`src/sv/lkvc_pkg.sv`:
```
package lkvc_pkg;

    localparam int ENTRIES = 16;
    localparam int IDX_W   = (ENTRIES > 1) ? $clog2(ENTRIES) : 1;
    localparam int RANK_W  = IDX_W;
    localparam int CNT_W   = $clog2(ENTRIES + 1);
    localparam int CFG_W   = 5;
    localparam int KEY_W   = 32;
    localparam int VAL_W   = 32;
    localparam int CMP_W   = (CFG_W > CNT_W) ? CFG_W : CNT_W;

    localparam logic [CFG_W-1:0]        CFG_RESET   = CFG_W'(16);
    localparam logic                    KIND_LOOKUP = 1'b0;
    localparam logic                    KIND_STORE  = 1'b1;
    localparam logic signed [VAL_W-1:0] MISS_VALUE  = '1;

    typedef struct packed {
        logic                    kind;
        logic signed [KEY_W-1:0] key;
        logic signed [VAL_W-1:0] value;
    } t_in_item;

    typedef struct packed {
        logic                    found;
        logic signed [VAL_W-1:0] read_value;
    } t_out_item;

    typedef enum logic [1:0] {
        ST_IDLE,
        ST_MATCH,
        ST_UPDATE,
        ST_RESULT
    } t_state;

    typedef struct packed {
        logic load;
        logic match;
        logic update;
    } t_dp_cmd;

    typedef struct packed {
        logic is_lookup;
    } t_dp_sts;

endpackage

```
`src/sv/lru_key_value_cache.sv`:
```
// fully associative key/value cache with least-recently-used replacement
// input channel: i_in_valid / o_in_stall carry one item (kind, key, value)
//   kind lookup: returns one result item (found, read_value)
//   kind store: writes the table and returns nothing
// output channel: o_out_valid / i_out_stall carry the result item
// an item is taken when valid is high and stall is low
// one item is in flight at a time
//   store: after acceptance the item passes key compare and update, then the
//   next item can be taken
//   lookup: after key compare and update the result is valid until taken, and
//   the next item can be taken in the cycle after the result is taken
// the steps are set by the controller: capture, key compare, update
// a stalled result holds its value and keeps the input stalled
// i_cfg_wr_en writes entries_in_use (0 acts as 1, above the table size acts
//   as the table size); write only while no item is in flight
// reset (synchronous, active low) clears all valid bits and recency ranks,
//   sets entries_in_use to 16, stalls the input and idles the controller
module lru_key_value_cache
    import lkvc_pkg::*;
(
    input  logic             i_clk,
    input  logic             i_rst_n,
    input  logic             i_in_valid,
    output logic             o_in_stall,
    input  t_in_item         i_in,
    output logic             o_out_valid,
    input  logic             i_out_stall,
    output t_out_item        o_out,
    input  logic             i_cfg_wr_en,
    input  logic [CFG_W-1:0] i_cfg_wr_data
);

    t_dp_cmd cmd;
    t_dp_sts sts;

    lkvc_ctrl u_ctrl (
        .i_clk       (i_clk),
        .i_rst_n     (i_rst_n),
        .i_in_valid  (i_in_valid),
        .o_in_stall  (o_in_stall),
        .o_out_valid (o_out_valid),
        .i_out_stall (i_out_stall),
        .i_sts       (sts),
        .o_cmd       (cmd)
    );

    lkvc_dp u_dp (
        .i_clk         (i_clk),
        .i_rst_n       (i_rst_n),
        .i_cfg_wr_en   (i_cfg_wr_en),
        .i_cfg_wr_data (i_cfg_wr_data),
        .i_in          (i_in),
        .o_out         (o_out),
        .i_cmd         (cmd),
        .o_sts         (sts)
    );

endmodule

```
`src/sv/lkvc_ctrl.sv`:
```
module lkvc_ctrl
    import lkvc_pkg::*;
(
    input  logic    i_clk,
    input  logic    i_rst_n,
    input  logic    i_in_valid,
    output logic    o_in_stall,
    output logic    o_out_valid,
    input  logic    i_out_stall,
    input  t_dp_sts i_sts,
    output t_dp_cmd o_cmd
);

    t_state r_state;
    t_state n_state;

    always_ff @(posedge i_clk) begin
        if (!i_rst_n) begin
            r_state <= ST_IDLE;
        end else begin
            r_state <= n_state;
        end
    end

    always_comb begin
        n_state = r_state;
        unique case (r_state)
            ST_IDLE: begin
                if (i_in_valid) begin
                    n_state = ST_MATCH;
                end
            end
            ST_MATCH: begin
                n_state = ST_UPDATE;
            end
            ST_UPDATE: begin
                n_state = i_sts.is_lookup ? ST_RESULT : ST_IDLE;
            end
            ST_RESULT: begin
                if (!i_out_stall) begin
                    n_state = ST_IDLE;
                end
            end
            default: begin
                n_state = ST_IDLE;
            end
        endcase
    end

    always_comb begin
        o_cmd        = '0;
        o_in_stall   = 1'b1;
        o_out_valid  = 1'b0;
        unique case (r_state)
            ST_IDLE: begin
                o_in_stall = !i_rst_n;
                o_cmd.load = i_in_valid;
            end
            ST_MATCH: begin
                o_cmd.match = 1'b1;
            end
            ST_UPDATE: begin
                o_cmd.update = 1'b1;
            end
            ST_RESULT: begin
                o_out_valid = 1'b1;
            end
            default: begin
                o_in_stall = 1'b1;
            end
        endcase
    end

endmodule

```
`src/sv/lkvc_dp.sv`:
```
module lkvc_dp
    import lkvc_pkg::*;
(
    input  logic             i_clk,
    input  logic             i_rst_n,
    input  logic             i_cfg_wr_en,
    input  logic [CFG_W-1:0] i_cfg_wr_data,
    input  t_in_item         i_in,
    output t_out_item        o_out,
    input  t_dp_cmd          i_cmd,
    output t_dp_sts          o_sts
);

    // captured item
    logic                    r_kind;
    logic signed [KEY_W-1:0] r_key;
    logic signed [VAL_W-1:0] r_value;

    // table
    logic signed [KEY_W-1:0] r_keys   [ENTRIES];
    logic signed [VAL_W-1:0] r_values [ENTRIES];
    logic [ENTRIES-1:0]      r_valid;
    logic [RANK_W-1:0]       r_rank   [ENTRIES];
    logic [RANK_W-1:0]       n_rank   [ENTRIES];
    logic [CNT_W-1:0]        r_count;
    logic [CFG_W-1:0]        r_cfg;

    // match stage results
    logic                    r_hit;
    logic [IDX_W-1:0]        r_hit_idx;
    logic [RANK_W-1:0]       r_hit_rank;
    logic [IDX_W-1:0]        r_slot;

    t_out_item               r_out;

    logic                    hit;
    logic [IDX_W-1:0]        hit_idx;
    logic [RANK_W-1:0]       hit_rank;
    logic [IDX_W-1:0]        victim;
    logic [IDX_W-1:0]        free_idx;
    logic [RANK_W-1:0]       last_rank;
    logic [CMP_W-1:0]        cfg_ext;
    logic [CMP_W-1:0]        cnt_ext;
    logic [CMP_W-1:0]        limit;
    logic                    evict;
    logic                    is_store;

    assign is_store  = (r_kind == KIND_STORE);
    assign last_rank = RANK_W'(r_count - CNT_W'(1));
    assign cfg_ext   = CMP_W'(r_cfg);
    assign cnt_ext   = CMP_W'(r_count);

    always_comb begin
        if (cfg_ext == '0) begin
            limit = CMP_W'(1);
        end else if (cfg_ext > CMP_W'(ENTRIES)) begin
            limit = CMP_W'(ENTRIES);
        end else begin
            limit = cfg_ext;
        end
    end

    assign evict = (cnt_ext >= limit);

    // parallel key compare, victim and free slot search
    always_comb begin
        hit      = 1'b0;
        hit_idx  = '0;
        hit_rank = '0;
        victim   = '0;
        free_idx = '0;
        for (int i = 0; i < ENTRIES; i++) begin
            if (r_valid[i] && (r_keys[i] == r_key)) begin
                hit      = 1'b1;
                hit_idx  = hit_idx | IDX_W'(i);
                hit_rank = hit_rank | r_rank[i];
            end
            if (r_valid[i] && (r_rank[i] == last_rank)) begin
                victim = victim | IDX_W'(i);
            end
        end
        for (int i = ENTRIES - 1; i >= 0; i--) begin
            if (!r_valid[i]) begin
                free_idx = IDX_W'(i);
            end
        end
    end

    // recency update
    always_comb begin
        for (int i = 0; i < ENTRIES; i++) begin
            n_rank[i] = r_rank[i];
            if (r_hit) begin
                if (IDX_W'(i) == r_hit_idx) begin
                    n_rank[i] = '0;
                end else if (r_valid[i] && (r_rank[i] < r_hit_rank)) begin
                    n_rank[i] = r_rank[i] + RANK_W'(1);
                end
            end else if (is_store) begin
                if (IDX_W'(i) == r_slot) begin
                    n_rank[i] = '0;
                end else if (r_valid[i]) begin
                    n_rank[i] = r_rank[i] + RANK_W'(1);
                end
            end
        end
    end

    always_ff @(posedge i_clk) begin
        if (!i_rst_n) begin
            r_cfg <= CFG_RESET;
        end else if (i_cfg_wr_en) begin
            r_cfg <= i_cfg_wr_data;
        end
    end

    always_ff @(posedge i_clk) begin
        if (i_cmd.load) begin
            r_kind  <= i_in.kind;
            r_key   <= i_in.key;
            r_value <= i_in.value;
        end
        if (i_cmd.match) begin
            r_hit      <= hit;
            r_hit_idx  <= hit_idx;
            r_hit_rank <= hit_rank;
            r_slot     <= evict ? victim : free_idx;
        end
    end

    always_ff @(posedge i_clk) begin
        if (!i_rst_n) begin
            r_valid <= '0;
            r_count <= '0;
            for (int i = 0; i < ENTRIES; i++) begin
                r_rank[i] <= '0;
            end
        end else if (i_cmd.update) begin
            if (r_hit || is_store) begin
                for (int i = 0; i < ENTRIES; i++) begin
                    r_rank[i] <= n_rank[i];
                end
            end
            if (is_store && !r_hit) begin
                r_valid[r_slot] <= 1'b1;
                if (!r_valid[r_slot]) begin
                    r_count <= r_count + CNT_W'(1);
                end
            end
        end
    end

    always_ff @(posedge i_clk) begin
        if (i_cmd.update && is_store) begin
            if (r_hit) begin
                r_values[r_hit_idx] <= r_value;
            end else begin
                r_keys[r_slot]   <= r_key;
                r_values[r_slot] <= r_value;
            end
        end
    end

    always_ff @(posedge i_clk) begin
        if (i_cmd.update && !is_store) begin
            r_out.found      <= r_hit;
            r_out.read_value <= r_hit ? r_values[r_hit_idx] : MISS_VALUE;
        end
    end

    assign o_out           = r_out;
    assign o_sts.is_lookup = (r_kind == KIND_LOOKUP);

endmodule

```
`config.mk`:
```
export PLATFORM = sky130hd
export DESIGN_NAME = lru_key_value_cache
export DESIGN_NICKNAME = d
export VERILOG_FILES = /design/src/sv/lkvc_pkg.sv /design/src/sv/lru_key_value_cache.sv /design/src/sv/lkvc_ctrl.sv /design/src/sv/lkvc_dp.sv
export SDC_FILE = /design/constraint.sdc
export NUM_CORES = 2
export LEC_CHECK = 0
export BUFFER_PORTS_ARGS = -buffer_cell sky130_fd_sc_hd__buf_2
export CAP_MARGIN = 20
export CELL_PAD_IN_SITES_DETAIL_PLACEMENT = 2
export CELL_PAD_IN_SITES_GLOBAL_PLACEMENT = 2
export CORE_MARGIN = 10
export CORE_UTILIZATION = 52
export CTS_CLUSTER_SIZE = 24
export DETAILED_ROUTE_END_ITERATION = 8
export GPL_ROUTABILITY_DRIVEN = 0
export GPL_TIMING_DRIVEN = 0
export PLACE_DENSITY = 0.92
export SLEW_MARGIN = 15
export SYNTH_ARGS = -nofsm -noshare
export SYNTH_HDL_FRONTEND = slang
export SYNTH_HIERARCHICAL = 1
export SYNTH_SLANG_ARGS = --single-unit
```
`constraint.sdc`:
```
create_clock -name i_clk -period 5.4 [get_ports i_clk]
set_clock_uncertainty 0.1 [all_clocks]
set_input_delay 0.54 -clock i_clk [delete_from_list [all_inputs] [get_ports i_clk]]
set_output_delay 0.54 -clock i_clk [all_outputs]
set_load 0.02 [all_outputs]
```
==> impl_metrics.csv, run 1 <==
group,metric,value,unit
status,status,"aborted with a tool error",
status,haltStage,"global routing",
status,error,"[ERROR GRT-0232] Routing congestion too high. Check the congestion heatmap in the GUI.",
place,dp_slack,-0.161,ns
clock_network,clock-root-buffer,"clkbuf_16",
logic_synthesis,ys_seq_area_share,71.1,%
logic_synthesis,ys_seq_elements,1227,
logic_synthesis,ys.flop_type,"edfxtp_1",
place,hpwl,163000,microns
global_route,grt.total_usage,76.1,%
floorplanning,rows,115,
sta,postGrtWorstEndpoint,"u_dp/r_rank[1][3]$_SDFFCE_PN0P_/DE",
logic_synthesis,synth_edf_count,1199,
global_route,antenna_found_initial,102,
floorplanning,dieWidth,334,microns
clock_network,htreeDepth,4,
logic_synthesis,syn_nets,3125,
logic_synthesis,yosysWarnings,6,
clock_network,numCtsBuffers,133,
clock_network,cts.sinks,1227,
floorplanning,start_util,52.3,%
floorplanning,io_pins,110,
place,io_buffers,108,
floorplanning,fp.dieH,334,microns
logic_synthesis,synth_cell_types,65,
logic_synthesis,async_reset_ff_share,0,%
logic_synthesis,syn_inst,2979,
logic_synthesis,synth.avg_cell_area,17.3,sq um
global_route,gr-total-overflow,70,
place,place_inst,4432,
global_route,grt_max_degree,39,
logic_synthesis,syn_area,0.0514,sq mm
sta,worst-ep-kind,"register input",
clock_network,clock_path_buffers,3,
-- metrics by stage --
stage	instance area (sq um)	hold WS, ns	util, %
after floorplan	51400	0.365	-
after global placement	53600	0.374	54.5
after detailed placement	55000	0.415	55.9
after CTS	60100	0.0248	61.2
-- synthesized netlist by cell type, drive strengths merged, types with 3 or more instances --
cell | n | area (sq um)
o21a | 17 | 128
edfxtp | 1199 | 36000
nand4 | 53 | 332
clkbuf | 81 | 304
buf | 60 | 293
a21oi | 32 | 160
o221ai | 3 | 26.3
nor4 | 107 | 669
nand3 | 61 | 305
mux4 | 165 | 3720
a22o | 17 | 149
and2 | 6 | 38.8
o22ai | 5 | 31.3
nor2b | 21 | 134
nand2b | 57 | 357
or2 | 12 | 75.1
o31ai | 6 | 45.0
nor3 | 35 | 180
or4 | 3 | 22.5
nor2 | 131 | 494
inv | 40 | 150
dfxtp | 28 | 561
a31oi | 6 | 37.5
a21boi | 4 | 30.0
o21ai | 23 | 115
a221oi | 16 | 140
xor2 | 419 | 3680
o311ai | 11 | 96.4
xnor2 | 174 | 1530
nand2 | 49 | 184
a21o | 26 | 195
ha | 71 | 888
o211ai | 10 | 75.1
mux2i | 5 | 50.1
and4 | 3 | 26.3
-- timing repair --
action / 4_1_cts
endpoints found under the setup margin: 27
hold endpoints to repair: 67
gates resized for setup: 3
gates cloned: 0
hold buffers: 67
pin swaps: 1
setup buffers: 9
-- metal layers --
layer  track usage [%]  overflow
met1              76.8         1
met2              87.1        39
met3              67.6         0
met4              70.5        30
met5              46.6         0
-- cells by family after synthesis --
| group | synth area share [%] |
|---|---|
| AND/OR/NAND/NOR | 5.60 |
| buffers and inverters | 1.45 |
| adder cells (fa/ha/maj) | 1.73 |
| XOR/XNOR | 10.1 |
| AO/OA/AOI/OAI | 2.65 |
| multiplexers | 7.33 |
| flip-flops | 71.1 |
==> inputs of run 2 (changes only) <==
--- a/config.mk
+++ b/config.mk
@@ -7,15 +7,12 @@
 export LEC_CHECK = 0
 export BUFFER_PORTS_ARGS = -buffer_cell sky130_fd_sc_hd__buf_2
 export CAP_MARGIN = 20
-export CELL_PAD_IN_SITES_DETAIL_PLACEMENT = 2
-export CELL_PAD_IN_SITES_GLOBAL_PLACEMENT = 2
 export CORE_MARGIN = 10
-export CORE_UTILIZATION = 52
-export CTS_CLUSTER_SIZE = 24
+export CORE_UTILIZATION = 40
 export DETAILED_ROUTE_END_ITERATION = 8
 export GPL_ROUTABILITY_DRIVEN = 0
 export GPL_TIMING_DRIVEN = 0
-export PLACE_DENSITY = 0.92
+export PLACE_DENSITY_LB_ADDON = 0.15
 export SLEW_MARGIN = 15
 export SYNTH_ARGS = -nofsm -noshare
 export SYNTH_HDL_FRONTEND = slang
==> run 2 against run 1 <==
  * Synthesized cell count stayed put
  * Area after synthesis is the same
  * The run now ends clean
==> impl_metrics.csv, run 2 <==
group,metric,value,unit
floorplanning,rows,131,
global_route,grt_max_degree,48,
worst_setup_path,worstReg2RegStart,"u_dp/r_key[12]",
layout,layout_commonest_cell,"edfxtp_1",
detailed_routing,routed_wl,152000,microns
place,hpwl,101000,microns
sta,hold_violations,0,
logic_synthesis,yosysTopAreaCell,"edfxtp_1",
layout,nNetsFinal,3520,
hold_path,holdCritPathClass,"in -> reg",
detailed_routing,drc_errors,0,
global_route,grt.total_usage,21.0,%
worst_setup_path,ff2ff_setup_slack,0.25,ns
worst_setup_path,r2r_end,"u_dp/r_hit_rank[0]",
sta,setup_viol,0,
logic_synthesis,syn_area,0.0514,sq mm
hold_path,min_delay_worst_endpoint,"u_ctrl/r_state[1]",
sta,slew_violations,0,
floorplanning,io_pins,110,
detailed_routing,viasPerCell,5.63,
sta,fmax,0.194,GHz
logic_synthesis,synth.avg_cell_area,17.3,sq um
clock_network,numCtsBuffers,133,
logic_synthesis,syn_inst,2979,
sta,rsz0062_at_grt,"false",
sta,max_slew_margin,19.9,%
logic_synthesis,ys_seq_elements,1227,
detailed_routing,dr.pass1.iters,5,
status,status,"complete, no violations",
hold_path,min_from,"i_rst_n",
clock_network,hold_buffers,71,
logic_synthesis,ys_seq_area_share,71.1,%
worst_setup_path,rr_worst_depth,10,
global_route,grt_pass1_vias,29100,
clock_network,cts_tree,"done",
layout,synthToLayoutAreaGrowth,18.2,%
worst_setup_path,cp-end-kind,"flip-flop",
pwr,power,20.9,mW
logic_synthesis,yosysWarnings,6,
floorplanning,core-area,0.128,sq mm
layout,instances_no_fill,5139,
logic_synthesis,syn_nets,3125,
layout,final_util,47.6,%
sta,worst_pin_slew,1.20,ns
global_route,gr-total-overflow,0,
clock_network,cts.sinks,1227,
global_route,antenna_found_initial,8,
clock_network,clkTransAtPathRegs,0.06,ns
place,place_inst,4821,
floorplanning,die-area,0.143,sq mm
hold_path,min_path_cells,2,
floorplanning,dieWidth,379,microns
pwr,p_leak,20.0,nW
layout,top_regs,"u_dp/r_keys x512, u_dp/r_values x512, u_dp/r_rank x64",
floorplanning,fp.dieH,379,microns
sta,whs,0.0827,ns
pwr,p_per_area,344,mW/mm^2
worst_setup_path,arrival,5.68,ns
logic_synthesis,synth_edf_count,1199,
worst_setup_path,critPathMaxFanout,10,
layout,drive_above_1_share,18.4,%
worst_setup_path,start_kind,"flip-flop",
sta,worst_slack,0.252,ns
clock_network,htreeDepth,4,
detailed_routing,drtIter0Drc,3300,
global_route,grt_pass1_wl,215000,microns
layout,mostFrequentLayoutCells,"1199 x edfxtp_1, 418 x xor2_1, 173 x xnor2_1",
logic_synthesis,synthTopCellsByCount,"1199 x edfxtp_1, 418 x xor2_1, 173 x xnor2_1",
detailed_routing,wl_per_cell,29.5,microns
logic_synthesis,async_reset_ff_share,0,%
layout,ff_latch_area,0.0366,sq mm
place,io_buffers,108,
floorplanning,start_util,40.3,%
sta,fin_crit_sh,95.3,%
pwr,ir_drop,0.000368,V
worst_setup_path,critical_path_class,"reg -> reg",
logic_synthesis,synth_area_leaders,"edfxtp_1 70%, mux4_2 7.2%, xor2_1 7.1%, xnor2_1 2.9%, ha_1 1.7%",
logic_synthesis,ys.flop_type,"edfxtp_1",
place,dp_slack,0.156,ns
layout,multi_input_area,0.0144,sq mm
detailed_routing,ant_nets,0,
clock_network,ctsResizeCount,0,
run,cap_violations,0,
detailed_routing,vias,29000,
clock_network,clock_path_buffers,3,
worst_setup_path,cp.required,5.93,ns
worst_setup_path,startpoint,"u_dp/r_key[12]",
sta,fin_crit,5.15,ns
logic_synthesis,netlist.area_leader.share,70.0,%
logic_synthesis,synth.most_common_cell,"edfxtp_1",
layout,nFillCells,10700,
logic_synthesis,synth_cell_types,65,
clock_network,cts_setup_buffers,0,
clock_network,clock-root-buffer,"clkbuf_16",
clock_network,clkLatencyLatePin,0.77,ns
run 2: worst max path at each step:
| stage | endpoint | slack (ns) |
|---|---|---|
| detailed placement | u_dp/r_hit_rank[0] | 0.16 |
| CTS | u_dp/r_hit_rank[0] | 0.14 |
| global placement | u_dp/r_values[7][7] | -1.19 |
| global route | u_dp/r_hit_rank[0] | 0.35 |
| finish | u_dp/r_hit_rank[0] | 0.25 |
| floorplan | u_dp/r_values[0][0] | 1.86 |
run 2: layout make-up:
type | instances | share of cell area, %
flip-flops and latches | 1227 | 60.2
multi-input cells | 1571 | 23.7
clock buffers | 170 | 5.81
repair buffers | 260 | 4.74
well taps | 1662 | 3.42
plain buffers | 141 | 0.988
clock inverters | 66 | 0.939
inverters | 40 | 0.247
diodes | 2 | 0.00823
run 2: per-layer routing:
layer / wire length, microns / part of all wire (%) / vias to the layer above / global-route usage, %
met1: 66300 / 44 / 15100 / 30.2
li1: - / - / 12300 / -
met5: 13 / 0.0086 / - / 0
met4: 3520 / 2.3 / 2 / 5.42
met2: 70600 / 47 / 1292 / 32.9
met3: 11200 / 7.4 / 241 / 3.75
run 2: stage by stage:
| step | TNS, ns | area [sq um] |
|---|---|---|
| floorplan | 0 | 51400 |
| global placement | -484.62 | 54000 |
| detailed placement | 0 | 55800 |
| CTS | 0 | 60700 |
| global route | 0 | 60800 |
| finish | 0 | 60800 |
run 2: report_power, final:
part / internal, mW / leakage, nW / switching (mW)
combinational: 0.526 / 6.91 / 0.822
sequential: 10.6 / 11.1 / 0.265
clock: 4.90 / 2.01 / 3.75
run 2: cells by family after synthesis:
family,share of synthesized area [%]
flops,71.1
xor+xnor,10.1
simple gates,5.60
compound gates,2.65
buf+inv,1.45
mux,7.33
fa+ha+maj,1.73
run 2: critical path: stages (launching register included):
cell and delay, ns:
edfxtp_1 0.70, buf_16 0.23, clkbuf_1 0.57, buf_2 0.65, xor2_1 0.17, nor4_1 0.53
nand4_1 0.57, nor3_2 0.95, a22o_1 0.29, a221oi_1 0.06, nand4_1 0.16
Power figures use the tool's default switching activity.
